`src/rtl/thwm_pkg.sv`:
```
// shared types and constants for the tick heartbeat window monitor
package thwm_pkg;

  localparam int unsigned TickW    = 32;
  localparam int unsigned CountW   = 32;
  localparam int unsigned ExpW     = 16;
  localparam int unsigned ApbAddrW = 3;
  localparam int unsigned ApbDataW = 32;

  localparam logic [ExpW-1:0]     ExpReset = 16'd1000;
  localparam logic [TickW-1:0]    TickStep = 32'd1;
  localparam logic [CountW-1:0]   CountOne = 32'd1;
  localparam logic [ApbAddrW-3:0] RegExpIdx = 1'b0;

  typedef enum logic {
    OP_SAMPLE = 1'b0,
    OP_CHECK  = 1'b1
  } thwm_op_e;

  typedef enum logic {
    VERDICT_REFRESH = 1'b0,
    VERDICT_FAIL    = 1'b1
  } thwm_verdict_e;

  typedef struct packed {
    thwm_op_e         op;
    logic [TickW-1:0] tick;
  } thwm_item_t;

  typedef struct packed {
    thwm_verdict_e     verdict;
    logic [CountW-1:0] gaps;
    logic [ExpW-1:0]   expected;
    logic [CountW-1:0] good;
  } thwm_result_t;

endpackage

```
`src/rtl/thwm_cfg.sv`:
```
// apb register file holding the expected good count per window
module thwm_cfg
  import thwm_pkg::*;
(
  input  logic                clk_i,
  input  logic                rst_ni,
  input  logic                psel,
  input  logic                penable,
  input  logic                pwrite,
  input  logic [ApbAddrW-1:0] paddr,
  input  logic [ApbDataW-1:0] pwdata,
  output logic [ApbDataW-1:0] prdata,
  output logic                pready,
  output logic [ExpW-1:0]     expected_o
);

  logic [ExpW-1:0] exp_q;
  logic [ExpW-1:0] exp_d;
  logic            hit;

  assign pready = 1'b1;
  assign hit    = (paddr[ApbAddrW-1:2] == RegExpIdx);

  always_comb begin
    exp_d = exp_q;
    if (psel && penable && pwrite && pready && hit) begin
      exp_d = pwdata[ExpW-1:0];
    end
  end

  always_ff @(posedge clk_i or negedge rst_ni) begin
    if (!rst_ni) begin
      exp_q <= ExpReset;
    end else begin
      exp_q <= exp_d;
    end
  end

  assign prdata     = hit ? {{(ApbDataW-ExpW){1'b0}}, exp_q} : '0;
  assign expected_o = exp_q;

endmodule

```
`src/rtl/thwm_core.sv`:
```
// tick step counters, window baseline and verdict logic
module thwm_core
  import thwm_pkg::*;
(
  input  logic            clk_i,
  input  logic            rst_ni,
  input  logic            fire_i,
  input  thwm_item_t      item_i,
  input  logic [ExpW-1:0] expected_i,
  output thwm_result_t    result_o
);

  logic [TickW-1:0]  prev_q, prev_d;
  logic              have_prev_q, have_prev_d;
  logic [CountW-1:0] good_q, good_d;
  logic [CountW-1:0] gap_q, gap_d;
  logic [CountW-1:0] snap_q, snap_d;
  logic              have_base_q, have_base_d;

  logic [CountW-1:0] delta;
  logic [CountW:0]   delta_p1;
  logic [CountW:0]   exp_ext;
  logic [CountW:0]   exp_p1;
  logic              in_range;
  logic              ok;

  assign delta    = good_q - snap_q;
  assign delta_p1 = {1'b0, delta} + {{CountW{1'b0}}, 1'b1};
  assign exp_ext  = {{(CountW+1-ExpW){1'b0}}, expected_i};
  assign exp_p1   = exp_ext + {{CountW{1'b0}}, 1'b1};
  assign in_range = (delta_p1 >= exp_ext) && ({1'b0, delta} <= exp_p1);
  assign ok       = (gap_q == '0) && in_range;

  always_comb begin
    prev_d      = prev_q;
    have_prev_d = have_prev_q;
    good_d      = good_q;
    gap_d       = gap_q;
    snap_d      = snap_q;
    have_base_d = have_base_q;
    result_o    = '0;
    result_o.verdict = VERDICT_REFRESH;
    if (have_base_q && !ok) begin
      result_o.verdict  = VERDICT_FAIL;
      result_o.good     = delta;
      result_o.expected = expected_i;
      result_o.gaps     = gap_q;
    end
    if (fire_i) begin
      case (item_i.op)
        OP_SAMPLE: begin
          if (have_prev_q) begin
            if ((item_i.tick - prev_q) == TickStep) begin
              good_d = good_q + CountOne;
            end else begin
              gap_d = gap_q + CountOne;
            end
          end
          prev_d      = item_i.tick;
          have_prev_d = 1'b1;
        end
        OP_CHECK: begin
          gap_d       = '0;
          snap_d      = good_q;
          have_base_d = 1'b1;
        end
        default: begin
          prev_d = prev_q;
        end
      endcase
    end
  end

  always_ff @(posedge clk_i or negedge rst_ni) begin
    if (!rst_ni) begin
      prev_q      <= '0;
      have_prev_q <= 1'b0;
      good_q      <= '0;
      gap_q       <= '0;
      snap_q      <= '0;
      have_base_q <= 1'b0;
    end else begin
      prev_q      <= prev_d;
      have_prev_q <= have_prev_d;
      good_q      <= good_d;
      gap_q       <= gap_d;
      snap_q      <= snap_d;
      have_base_q <= have_base_d;
    end
  end

endmodule

```
`src/rtl/tick_heartbeat_window_monitor_top.sv`:
```
// top level: input register, window core and result register
//
//   channel  | dir | beat
//   s_axis   | in  | tdata = tick_value, tuser = operation
//   m_axis   | out | tdata = good, expected, gaps; tuser = verdict
//   apb      | in  | expected_good_per_window at byte address 0
//
// one beat per cycle sustained while the result register is free or the beat is a sample;
// a check's result is registered in the result register as the check leaves the input register, a sample gives none
// reset clears all counters, the baseline flag and both stage valids
// a stalled result register holds off a check in the input register and every beat behind it; a sample there passes
module tick_heartbeat_window_monitor_top
  import thwm_pkg::*;
(
  input  logic                clk_i,
  input  logic                rst_ni,
  input  logic                s_axis_tvalid,
  output logic                s_axis_tready,
  input  logic [TickW-1:0]    s_axis_tdata,   // [31:0] tick_value
  input  logic                s_axis_tuser,   // [0] operation
  output logic                m_axis_tvalid,
  input  logic                m_axis_tready,
  output logic [79:0]         m_axis_tdata,   // [31:0] good, [47:32] expected, [79:48] gaps
  output logic                m_axis_tuser,   // [0] verdict
  input  logic                psel,
  input  logic                penable,
  input  logic                pwrite,
  input  logic [ApbAddrW-1:0] paddr,
  input  logic [ApbDataW-1:0] pwdata,
  output logic [ApbDataW-1:0] prdata,
  output logic                pready
);

  logic            in_vld_q, in_vld_d;
  thwm_item_t      in_q, in_d;
  logic            out_vld_q, out_vld_d;
  thwm_result_t    out_q, out_d;
  thwm_result_t    res;
  logic [ExpW-1:0] expected;
  logic            out_free;
  logic            adv;

  thwm_cfg u_cfg (
    .clk_i      (clk_i),
    .rst_ni     (rst_ni),
    .psel       (psel),
    .penable    (penable),
    .pwrite     (pwrite),
    .paddr      (paddr),
    .pwdata     (pwdata),
    .prdata     (prdata),
    .pready     (pready),
    .expected_o (expected)
  );

  thwm_core u_core (
    .clk_i      (clk_i),
    .rst_ni     (rst_ni),
    .fire_i     (adv),
    .item_i     (in_q),
    .expected_i (expected),
    .result_o   (res)
  );

  assign out_free      = !out_vld_q || m_axis_tready;
  assign adv           = in_vld_q && ((in_q.op == OP_SAMPLE) || out_free);
  assign s_axis_tready = !in_vld_q || adv;

  always_comb begin
    in_vld_d  = in_vld_q;
    in_d      = in_q;
    out_vld_d = out_vld_q;
    out_d     = out_q;
    if (adv) begin
      in_vld_d = 1'b0;
    end
    if (s_axis_tvalid && s_axis_tready) begin
      in_vld_d = 1'b1;
      in_d.op   = thwm_op_e'(s_axis_tuser);
      in_d.tick = s_axis_tdata;
    end
    if (out_vld_q && m_axis_tready) begin
      out_vld_d = 1'b0;
    end
    if (adv && (in_q.op == OP_CHECK)) begin
      out_vld_d = 1'b1;
      out_d     = res;
    end
  end

  always_ff @(posedge clk_i or negedge rst_ni) begin
    if (!rst_ni) begin
      in_vld_q  <= 1'b0;
      out_vld_q <= 1'b0;
    end else begin
      in_vld_q  <= in_vld_d;
      out_vld_q <= out_vld_d;
    end
  end

  always_ff @(posedge clk_i) begin
    in_q  <= in_d;
    out_q <= out_d;
  end

  assign m_axis_tvalid = out_vld_q;
  assign m_axis_tdata  = {out_q.gaps, out_q.expected, out_q.good};
  assign m_axis_tuser  = out_q.verdict;

endmodule

```
`config.mk`:
```
export PLATFORM = sky130hd
export DESIGN_NAME = tick_heartbeat_window_monitor_top
export DESIGN_NICKNAME = d
export VERILOG_FILES = /design/src/rtl/thwm_pkg.sv /design/src/rtl/thwm_cfg.sv /design/src/rtl/thwm_core.sv /design/src/rtl/tick_heartbeat_window_monitor_top.sv
export SDC_FILE = /design/constraint.sdc
export NUM_CORES = 1
export LEC_CHECK = 0
export BUFFER_PORTS_ARGS = -buffer_cell sky130_fd_sc_hd__buf_2
export CAP_MARGIN = 5
export CORE_MARGIN = 3
export CORE_UTILIZATION = 50
export DETAILED_ROUTE_END_ITERATION = 6
export PLACE_DENSITY = 0.74
export SYNTH_ARGS = -nofsm -noshare
export SYNTH_HDL_FRONTEND = slang
export SYNTH_SLANG_ARGS = --single-unit
```
`constraint.sdc`:
```
create_clock -name clk_i -period 5.6 [get_ports clk_i]
set_clock_uncertainty 0.05 [all_clocks]
set_input_delay 0 -clock clk_i [delete_from_list [all_inputs] [get_ports clk_i]]
set_output_delay 0 -clock clk_i [all_outputs]
set_load 0.05 [all_outputs]
```
==> metrics.csv, run 1 <==
stage,metric,value,unit
grt,antenna violations before repair,0,
grt,vias in the first global route,13720,
logic_synthesis,post-synthesis sequential area ratio,42.68,%
finish,layout cells sized above 1,14.72,%
placed_design,HPWL Detailed,32300,µm
logic_synthesis,simple-gate share of the synthesized area,19.57,%
power,VDD IR max,0.0002870,V
grt,largest net degree at the start of global routing,71,
logic_synthesis,Async SR Flop Fraction,56.49,%
floorplan,Initial Utilization,50.99,%
routing,DR vias,14238,
logic_synthesis,Post-Syn Area per Cell,9.471,µm²
logic_synthesis,"Top FF cell, synth",dfrtp_1,
logic_synthesis,"EDFF count, synth",114,
finish,Fillers,2794,
sta,min Tclk post-route,5.311,ns
routing,routed vias/inst,5.886,
routing,remaining antenna violation count,0,
placed_design,port bufs,155,
sta,"Slew Viols, Final",0,
clock_tree,CTS Root Cell,clkbuf_16,
sta,hold slack final,0.08858,ns
clock_tree,CTS tree,yes,
logic_synthesis,largest family of logic cells by synthesized area,simple AND/OR/NAND/NOR gates,
finish,Post-layout nets,2131,
logic_synthesis,distinct cell type count after synthesis,94,
finish,most frequent cells in the layout,"167 x nand2_1, 154 x buf_2, 142 x dfrtp_1",
run_status,outcome,"complete, no violations",
grt,global-route usage over all layers,24.71,%
finish,Final Util,59.21,%
finish,Multi-input gate area,8723,µm²
floorplan,die height,188.8,µm
finish,Area Overhead vs Synth,16.12,%
clock_tree,CTS Buf Count,29,
sta,endpoints failing setup,0,
logic_synthesis,Synth Area in Adders,7.725,%
clock_tree,Clock transition at path regs,0.06,ns
routing,WL final,44990,µm
finish,register area,7134,µm²
grt,GRT overflow,0,
setup_path,Critical Path AT,5.65,ns
hold_path,Hold Path Class,primary input to register,
floorplan,die area,35660,µm²
floorplan,Die Wd,188.8,µm
logic_synthesis,post-synthesis xor/xnor area fraction,5.487,%
clock_tree,CTS Sinks,262,
clock_tree,deepest clock path buffer count,3,
finish,diodes inserted,0,
sta,Final Hold Fails,0,
setup_path,critical path launch point type,register,
finish,Finished Layout Cells,2419,
logic_synthesis,compound-cell area share of the yosys netlist,16.94,%
logic_synthesis,Mapped Area,16720,µm²
sta,achievable frequency,188.3,MHz
logic_synthesis,cells after synthesis,1765,
logic_synthesis,#FFs+latches synth,262,
routing,drt drc,0,
hold_path,hold depth,2,
placed_design,placer congestion estimate,0.9255,
sta,Slew HR,21.32,%
setup_path,CP endpoint kind,register,
power,Power Density,279.1,nW/µm²
logic_synthesis,synth warn,0,
logic_synthesis,mux cell area share after synthesis,1.894,%
placed_design,dpl cells,2310,
setup_path,R2R cell count,19,
power,"Power, Total",5.417,mW
clock_tree,H-tree Lvls,1,
placed_design,worst slack at placement,0.03019,ns
floorplan,row count,66,
floorplan,core box area,32780,µm²
power,Leak,8.724,nW
routing,Iteration-0 DRC Markers,1108,
flow_run,Max-cap violations,0,
floorplan,IO Pins,191,
sta,crit share post-route,94.83,%
setup_path,Setup Crit Path Kind,register to register,
setup_path,crit-path max FO,36,
setup_path,"Data required, critical path",5.94,ns
sta,fin worst setup slack,0.2895,ns
clock_tree,Post-CTS Setup Inserts,0,
clock_tree,Clock Latency Late Sink,0.57,ns
sta,Tightest Pin Transition,1.176,ns
routing,First-pass DRT Iterations,5,
grt,first-pass GRT wire length,72360,µm
routing,Avg WL per Cell,18.60,µm
finish,"most common cell after layout, fill and taps aside",nand2_1,
-- cell type report --
| cell class | count | area share [%] |
|---|---|---|
| clock buffer | 39 | 4.087 |
| inverter | 122 | 2.372 |
| timing repair buffer | 239 | 8.122 |
| tap | 442 | 2.849 |
| clock inverter | 15 | 0.8702 |
| multi-input combinational | 1300 | 44.94 |
| sequential | 262 | 36.76 |
-- routing by layer --
metal	vias up	wire, µm	GRT usage, %
met5	-	0	0
met4	0	1359	7.390
met3	96	3139	3.349
met2	561	20580	40.47
met1	6763	19910	34.39
li1	6818	-	-
-- flip-flops by register name, indices dropped and copies added, names as in the netlist --
| signal | count |
|---|---|
| m_axis_tvalid | 1 |
| u_core.prev_q | 32 |
| m_axis_tuser | 1 |
| u_core.have_base_q | 1 |
| u_core.have_prev_q | 1 |
| u_core.gap_q | 32 |
| u_core.snap_q | 32 |
| in_vld_q | 1 |
| m_axis_tdata | 80 |
| u_core.good_q | 32 |
| u_cfg.expected_o | 16 |
| in_q | 33 |
-- critical path, stage by stage (launching register included) --
cell and delay (ns):
dfrtp_1 0.39, inv_1 0.11, ha_1 0.16, inv_1 0.05, fa_1 0.43, a211oi_2 0.23
nor2_1 0.09, xnor2_1 0.15, or3_2 0.55, or4_4 0.48, nor4_2 0.25, xor2_1 0.20
ha_1 0.27, a211o_1 0.27, o41ai_1 0.34, o21ai_0 0.18, nor4b_2 0.33, nand4_4 0.13
buf_6 0.24, a21boi_0 0.24
-- through the flow --
stage | area [µm²] | setup TNS [ns]
CTS | 19380 | 0
global placement | 17860 | 0
global route | 19410 | -0.004416
finish | 19410 | 0
floorplan | 16770 | 0
detailed placement | 17860 | 0
-- logic make-up (layout without fill, tap and decap cells) --
kind of cell	after synthesis	in the layout
XOR/XNOR	103	103
buffers and inverters	218	415
AO/OA/AOI/OAI	429	429
flip-flops	262	262
other	2	17
multiplexers	29	29
AND/OR/NAND/NOR	620	620
adder cells (fa/ha/maj)	102	102
-- path summary, 6_finish.rpt --
path	from	to	slack (ns)
setup / recovery	u_core.good_q[0]	m_axis_tdata[6]	0.29
hold / removal	s_axis_tdata[20]	in_q[20]	0.09
setup reg to reg	u_core.good_q[0]	m_axis_tdata[6]	0.29
hold reg to reg	in_q[7]	u_core.prev_q[7]	0.43
max in group asynchronous	rst_ni	u_core.good_q[9]	4.05
min in group asynchronous	rst_ni	u_core.snap_q[14]	0.46
-- power breakdown --
| part | internal [mW] | switching (mW) | total [mW] |
|---|---|---|---|
| combinational | 0.417 | 0.857 | 1.27 |
| sequential | 2.14 | 0.0757 | 2.22 |
| clock | 1.14 | 0.789 | 1.93 |
| total | 3.69 | 1.72 | 5.42 |
-- timing repair --
item,in CTS,in global routing
hold buffers,55,0
endpoints found under the hold margin,118,0
endpoints found under the setup margin,0,72
resized for setup,0,6
-- synthesized netlist by cell type (all sizes together) (33+ instances only) --
library cell | instances | area (µm²)
edfxtp | 114 | 3423
ha | 100 | 1251
nand2 | 168 | 633.1
a21oi | 108 | 563.0
clkbuf | 63 | 236.5
nand4 | 40 | 271.5
o21ai | 115 | 579.3
nand3 | 71 | 360.3
and3 | 62 | 389.1
dfrtp | 142 | 3553
buf | 33 | 251.5
inv | 122 | 457.9
nor2 | 93 | 349.1
xnor2 | 76 | 665.6
Power figures use the tool's default switching activity.
==> inputs of run 2 (changes only) <==
--- a/config.mk
+++ b/config.mk
@@ -5,8 +5,10 @@
 export SDC_FILE = /design/constraint.sdc
 export NUM_CORES = 1
 export LEC_CHECK = 0
+export ABC_AREA = 0
 export BUFFER_PORTS_ARGS = -buffer_cell sky130_fd_sc_hd__buf_2
 export CAP_MARGIN = 5
+export CORE_ASPECT_RATIO = 0.9
 export CORE_MARGIN = 3
 export CORE_UTILIZATION = 50
 export DETAILED_ROUTE_END_ITERATION = 6
==> run 2 against run 1 <==
Against the previous run: critical path depth rose by 2; die area about the same; first-iteration DRC count up 19%; global-route usage up 0.47 points; final cell count fell by 1.3%; worst setup slack better by 0.038 ns; non-clock buffer count is 1 lower; via count rose by 1.1%; sequential cell count unchanged; critical path type unchanged; critical endpoint is now m_axis_tdata[2]; largest cell class unchanged.
==> metrics.csv, run 2 (synthesized netlist as in run 1, its figures left out) <==
stage,metric,value,unit,change
run_status,outcome,"complete, no violations",,
flow_run,Max-cap violations,0,,unchanged
clock_tree,CTS Root Cell,clkbuf_16,,
setup_path,"Data required, critical path",5.94,ns,about the same
grt,global-route usage over all layers,25.18,%,+0.47 points
setup_path,Setup Crit Path Kind,register to register,,
routing,First-pass DRT Iterations,5,,unchanged
routing,routed vias/inst,6.029,,+2.4%
setup_path,CP Cell Sequence,inv_1 > ha_1 > inv_1 > fa_2 > a211oi_4 > nor2_1 > xnor2_1 > or3_2 > or4_4 > and4b_2 > xor2_1 > ha_1 > and4_1 > nand3_1 > nor4_1 > nor3_1 > o21ai_0 > nor4b_2 > nand4_4 > buf_12 > a21boi_1,,
setup_path,critical path launch point type,register,,
floorplan,die height,179.5,µm,-5.0%
clock_tree,CTS Sinks,262,,unchanged
grt,largest net degree at the start of global routing,90,,+27%
sta,endpoints failing setup,0,,unchanged
finish,"most common cell after layout, fill and taps aside",nand2_1,,
sta,Slew HR,26.61,%,+5.3 points
placed_design,HPWL Detailed,33310,µm,+3.1%
grt,vias in the first global route,13701,,-0.14%
sta,unrepaired setup endpoints after global routing,no,,
sta,"Slew Viols, Final",0,,unchanged
setup_path,Slowest Stage Delay on Critical Path,0.50,ns,-0.05 ns
routing,drt drc,0,,unchanged
routing,WL final,46050,µm,+2.3%
finish,Post-layout nets,2128,,-0.14%
sta,Tightest Pin Transition,1.098,ns,-0.07810 ns
clock_tree,H-tree Lvls,1,,unchanged
routing,remaining antenna violation count,0,,unchanged
placed_design,worst slack at placement,-0.0002682,ns,-0.03046 ns
finish,Fillers,2786,,-0.29%
setup_path,CP endpoint kind,register,,
sta,hold slack final,0.004216,ns,-0.08437 ns
finish,Area Overhead vs Synth,15.38,%,
placed_design,dpl cells,2285,,-1.1%
power,VDD IR max,0.0002737,V,-4.6%
placed_design,port bufs,155,,unchanged
clock_tree,deepest clock path buffer count,3,,unchanged
finish,most frequent cells in the layout,"166 x nand2_1, 154 x buf_2, 142 x dfrtp_1",,
setup_path,Buf/Inv on CP,3,,unchanged
setup_path,R2R cell count,21,,+2
sta,fin worst setup slack,0.3275,ns,+0.03797 ns
sta,achievable frequency,189.7,MHz,+0.72%
sta,Final Hold Fails,0,,unchanged
hold_path,Hold Path Class,primary input to async pin,,
grt,first-pass GRT wire length,73180,µm,+1.1%
setup_path,reg-to-reg setup timing slack,0.33,ns,+0.04 ns
routing,Avg WL per Cell,19.28,µm,+3.7%
floorplan,Die Wd,198.7,µm,+5.2%
floorplan,core box area,32430,µm²,-1.1%
setup_path,Levels on crit path,21,,+2
setup_path,CP max-delay cell,or3_2,,
setup_path,Critical Path AT,5.62,ns,-0.03 ns
sta,min Tclk post-route,5.273,ns,-0.03798 ns
routing,DR vias,14398,,+1.1%
finish,Finished Layout Cells,2388,,-1.3%
sta,crit share post-route,94.15,%,-0.68 points
clock_tree,CTS Buf Count,27,,-6.9%
placed_design,placer congestion estimate,0.9433,,+1.9%
grt,GRT overflow,0,,unchanged
floorplan,row count,62,,-6.1%
finish,max FFs per register,80,,unchanged
sta,sum of negative setup slack,0,ns,unchanged
finish,diodes inserted,0,,unchanged
clock_tree,Clock transition at path regs,0.06,ns,about the same
setup_path,crit-path max FO,36,,unchanged
power,Leak,8.687,nW,-0.43%
finish,layout cells sized above 1,15.21,%,+0.49 points
power,Power Density,271.4,nW/µm²,-2.7%
setup_path,top cell family by delay on the critical path,simple AND/OR/NAND/NOR gates,,
clock_tree,CTS tree,yes,,
routing,Iteration-0 DRC Markers,1315,,+19%
floorplan,Initial Utilization,51.55,%,+0.56 points
clock_tree,Clock Latency Late Sink,0.56,ns,about the same
floorplan,IO Pins,191,,unchanged
floorplan,die area,35670,µm²,about the same
grt,antenna violations before repair,0,,unchanged
[run 2: changes by cell type in the layout (fill, tap and decap cells not counted), moves of 2 or more]
cell / previous run / this run
inv_6: 2 / 4
clkinv_1: 5 / 1
clkbuf_1: 7 / 2
bufinv_16: 3 / 0
clkinv_2: 3 / 10
[run 2: timing repair]
item                                    4_1_cts  5_1_grt
endpoints found under the setup margin        1       72
pin swaps                                     0        2
resized for setup                             1        9
hold buffers                                 53        0
setup buffers                                 0        0
hold endpoints to repair                    132        0
[run 2: cell type report]
| type | count | area (µm²) | area share [%] |
|---|---|---|---|
| multi-input cells | 1300 | 8756 | 45.40 |
| flip-flops and latches | 262 | 7134 | 36.99 |
| repair buffers | 238 | 1563 | 8.103 |
| clock buffers | 33 | 749.5 | 3.886 |
| well taps | 416 | 520.5 | 2.699 |
| inverters | 122 | 460.4 | 2.387 |
| clock inverters | 17 | 103.9 | 0.5384 |
[run 2: path summary, 6_finish.rpt]
| kind | end | startpoint |
|---|---|---|
| max in group asynchronous | u_core.snap_q[16] | rst_ni |
| max reg2reg | m_axis_tdata[2] | u_core.good_q[0] |
| min in group clk_i | in_q[0] | s_axis_tdata[0] |
| max | m_axis_tdata[2] | u_core.good_q[0] |
| min | u_cfg.expected_o[4] | rst_ni |
| min reg2reg | u_core.prev_q[21] | in_q[21] |
[run 2: layer usage]
| layer | share of wire [%] | GRT usage [%] |
|---|---|---|
| met2 | 45 | 39.29 |
| met4 | 2.9 | 6.942 |
| met5 | 0 | 0 |
| met3 | 5.7 | 3.014 |
| met1 | 47 | 37.20 |
[run 2: power breakdown]
part / total (mW) / leakage, nW / internal, mW / switching, mW
combinational: 1.28 / 5.23 / 0.416 / 0.868
sequential: 2.22 / 3.02 / 2.14 / 0.0751
clock: 1.73 / 0.428 / 0.959 / 0.776
[run 2: per-stage QoR]
step	area [µm²]	utilization, %	total power [mW]
after floorplan	16770	-	3.149
after global placement	17850	55.05	3.462
after detailed placement	17850	55.05	3.488
after CTS	19240	59.33	5.262
after global routing	19290	59.48	5.479
final	19290	59.48	5.235
[run 2: worst register-to-register path, cell delays in order, from the launching register on]
cell and delay (ns):
dfrtp_1 0.40, inv_1 0.11, ha_1 0.18, inv_1 0.06
fa_2 0.39, a211oi_4 0.33, nor2_1 0.10, xnor2_1 0.15
or3_2 0.50, or4_4 0.47, and4b_2 0.40, xor2_1 0.18
ha_1 0.26, and4_1 0.20, nand3_1 0.08, nor4_1 0.06
nor3_1 0.12, o21ai_0 0.15, nor4b_2 0.33, nand4_4 0.15
buf_12 0.22, a21boi_1 0.21
==> inputs of run 3 (changes only) <==
--- a/config.mk
+++ b/config.mk
@@ -9,10 +9,10 @@
 export BUFFER_PORTS_ARGS = -buffer_cell sky130_fd_sc_hd__buf_2
 export CAP_MARGIN = 5
 export CORE_ASPECT_RATIO = 0.9
-export CORE_MARGIN = 3
-export CORE_UTILIZATION = 50
+export CORE_MARGIN = 2
+export CORE_UTILIZATION = 55
 export DETAILED_ROUTE_END_ITERATION = 6
-export PLACE_DENSITY = 0.74
+export PLACE_DENSITY = 0.8
 export SYNTH_ARGS = -nofsm -noshare
 export SYNTH_HDL_FRONTEND = slang
 export SYNTH_SLANG_ARGS = --single-unit
==> run 3 against run 2 <==
Against the previous run: first-iteration DRC count down 4.5%; sequential cell count unchanged; count of clock-buffer cells in the layout up 6; combinational power about the same; largest cell class unchanged; global-route usage up 2.6 points; worst hold slack better by 0.060 ns; die area down 11%.
==> metrics.csv, run 3 (synthesized netlist as in run 1, its figures left out) <==
stage,metric,value,unit,change
floorplan,row count,60,,-3.2%
setup_path,Worst Setup EP,m_axis_tdata[5],,
sta,Tightest Pin Transition,1.089,ns,-0.008582 ns
setup_path,CP Cell Sequence,inv_1 > ha_1 > inv_1 > fa_2 > a211oi_2 > buf_4 > o211ai_1 > nand2_1 > xor2_1 > buf_4 > inv_1 > ha_1 > nand2_1 > nor2_1 > a211oi_1 > o21ai_0 > o31ai_1 > nand2_1 > a2111o_1 > nor4b_2 > nand3_1 > nand2_1 > buf_12 > a21boi_0,,
power,Leak,8.704,nW,+0.20%
power,Power Density,276.7,nW/µm²,+1.9%
setup_path,Buf/Inv on CP,6,,+3
routing,metal1 wirelength,19840,µm,-8.3%
finish,layout cells sized above 1,14.58,%,-0.63 points
placed_design,HPWL Detailed,31610,µm,-5.1%
floorplan,die area,31810,µm²,-11%
sta,unrepaired setup endpoints after global routing,no,,
grt,antenna violations before repair,0,,unchanged
grt,vias in the first global route,13558,,-1.0%
hold_path,Hold Path Class,primary input to async pin,,
finish,Area Overhead vs Synth,15.43,%,about the same
grt,global-route usage over all layers,27.79,%,+2.6 points
setup_path,Levels on crit path,24,,+14%
sta,crit share post-route,94.69,%,+0.54 points
floorplan,Initial Utilization,55.95,%,+4.4 points
floorplan,die height,169.4,µm,-5.6%
sta,"Slew Viols, Final",0,,unchanged
routing,DR vias,14405,,+0.049%
floorplan,Die Wd,187.8,µm,-5.5%
placed_design,Area after DPL,17770,µm²,-0.47%
sta,endpoints failing setup,0,,unchanged
sta,fin worst setup slack,0.2974,ns,-0.03007 ns
routing,routed wl met2,20340,µm,-0.80%
floorplan,core box area,29880,µm²,-7.9%
clock_tree,Clock Latency Late Sink,0.56,ns,about the same
setup_path,CP max-delay cell,a2111o_1,,
setup_path,worst flop-to-flop path startpoint,u_core.good_q[0],,
setup_path,Critical Path AT,5.55,ns,-0.07 ns
grt,first-pass GRT wire length,71580,µm,-2.2%
setup_path,CP endpoint kind,register,,
clock_tree,CTS Sinks,262,,unchanged
finish,"most common cell after layout, fill and taps aside",nand2_1,,
sta,achievable frequency,188.6,MHz,-0.57%
setup_path,Slowest Stage Delay on Critical Path,0.43,ns,-0.07 ns
clock_tree,Clock transition at path regs,0.06,ns,about the same
setup_path,reg-to-reg setup timing slack,0.30,ns,-0.03 ns
clock_tree,CTS Root Cell,clkbuf_16,,
placed_design,worst slack at placement,-0.02922,ns,-0.02896 ns
routing,Iteration-0 DRC Markers,1256,,-4.5%
setup_path,"most used cell, CP",nand2_1,,
setup_path,top cell family by delay on the critical path,compound AO/OA/AOI/OAI gates,,
clock_tree,H-tree Lvls,1,,unchanged
clock_tree,deepest clock path buffer count,3,,unchanged
sta,Slew HR,27.39,%,+0.78 points
routing,routed vias/inst,6.075,,+0.77%
finish,most frequent cells in the layout,"167 x nand2_1, 154 x buf_2, 142 x dfrtp_1",,
routing,Avg WL per Cell,18.98,µm,-1.6%
routing,WL met3,3398,µm,+30%
setup_path,Setup Crit Path Kind,register to register,,
power,VDD IR max,0.0002835,V,+3.6%
clock_tree,CTS Buf Count,27,,unchanged
finish,"Design Area, Final",19290,µm²,about the same
routing,remaining antenna violation count,0,,unchanged
placed_design,placer congestion estimate,0.9862,,+4.5%
placed_design,port bufs,155,,unchanged
setup_path,worst r2r dst,m_axis_tdata[5],,
routing,First-pass DRT Iterations,6,,+1
setup_path,R2R cell count,24,,+14%
clock_tree,CTS tree,yes,,
placed_design,dpl cells,2265,,-0.88%
setup_path,"Data required, critical path",5.84,ns,-0.10 ns
finish,Post-layout nets,2124,,-0.19%
setup_path,CP startpoint,u_core.good_q[0],,
grt,largest net degree at the start of global routing,98,,+8.9%
routing,WL final,45010,µm,-2.3%
finish,max FFs per register,80,,unchanged
floorplan,IO Pins,191,,unchanged
sta,min Tclk post-route,5.303,ns,+0.03007 ns
routing,Top Layer Used,met4,,
run_status,outcome,"complete, no violations",,
grt,GRT overflow,0,,unchanged
routing,drt drc,0,,unchanged
sta,sum of negative setup slack,0,ns,unchanged
sta,Final Hold Fails,0,,unchanged
flow_run,Max-cap violations,0,,unchanged
finish,Finished Layout Cells,2371,,-0.71%
finish,diodes inserted,0,,unchanged
setup_path,crit-path max FO,42,,+17%
power,"Power, Total",5.339,mW,+2.0%
setup_path,critical path launch point type,register,,
run 3: changes by cell type in the layout (fill, tap and decap cells not counted), moves of 3 or more:
cell,delta
inv_6,-4
clkbuf_1,+7
clkinv_2,-6
buf_4,-5
bufinv_16,+3
run 3: layout make-up:
cell class                 count  area [µm²]
clock buffer                  39       750.7
inverter                     122       460.4
fill                        2409       10580
tap                          403       504.2
clock inverter                11       150.1
timing repair buffer         234        1550
sequential                   262        7134
multi-input combinational   1300        8745
run 3: where the power goes:
group          internal, mW  switching [mW]
Sequential             2.14          0.0753
Combinational         0.418           0.869
Clock                  1.07           0.761
run 3: timing repair:
action                                  4_1_cts  5_1_grt
endpoints found under the setup margin        7       36
hold buffers                                 53        0
buffers inserted                              0        2
resized for setup                             1       12
endpoints found under the hold margin       147        0
gates cloned                                  0        1
pin swaps                                     0        3
run 3: worst min path at each step:
| stage | end | from | slack (ns) |
|---|---|---|---|
| detailed placement | u_cfg.expected_o[15] | rst_ni | 0.11 |
| global route | in_q[8] | s_axis_tdata[8] | 0.09 |
| CTS | in_q[11] | s_axis_tdata[11] | 0.07 |
| finish | u_cfg.expected_o[15] | rst_ni | 0.06 |
| floorplan | in_vld_q | rst_ni | -0.35 |
| global placement | u_cfg.expected_o[15] | rst_ni | 0.11 |
run 3: routing by layer:
metal	up-vias	GRT usage (%)
li1	6795	-
met1	6886	39.10
met2	631	44.85
met3	93	3.908
met4	0	8.593
met5	-	0
run 3: through the flow:
stage / hold WS [ns] / utilization (%)
after floorplan: -0.3456 / -
after global placement: 0.1113 / 59.46
after detailed placement: 0.1140 / 59.46
after CTS: 0.07466 / 64.27
after global routing: 0.09177 / 64.58
final: 0.06442 / 64.58
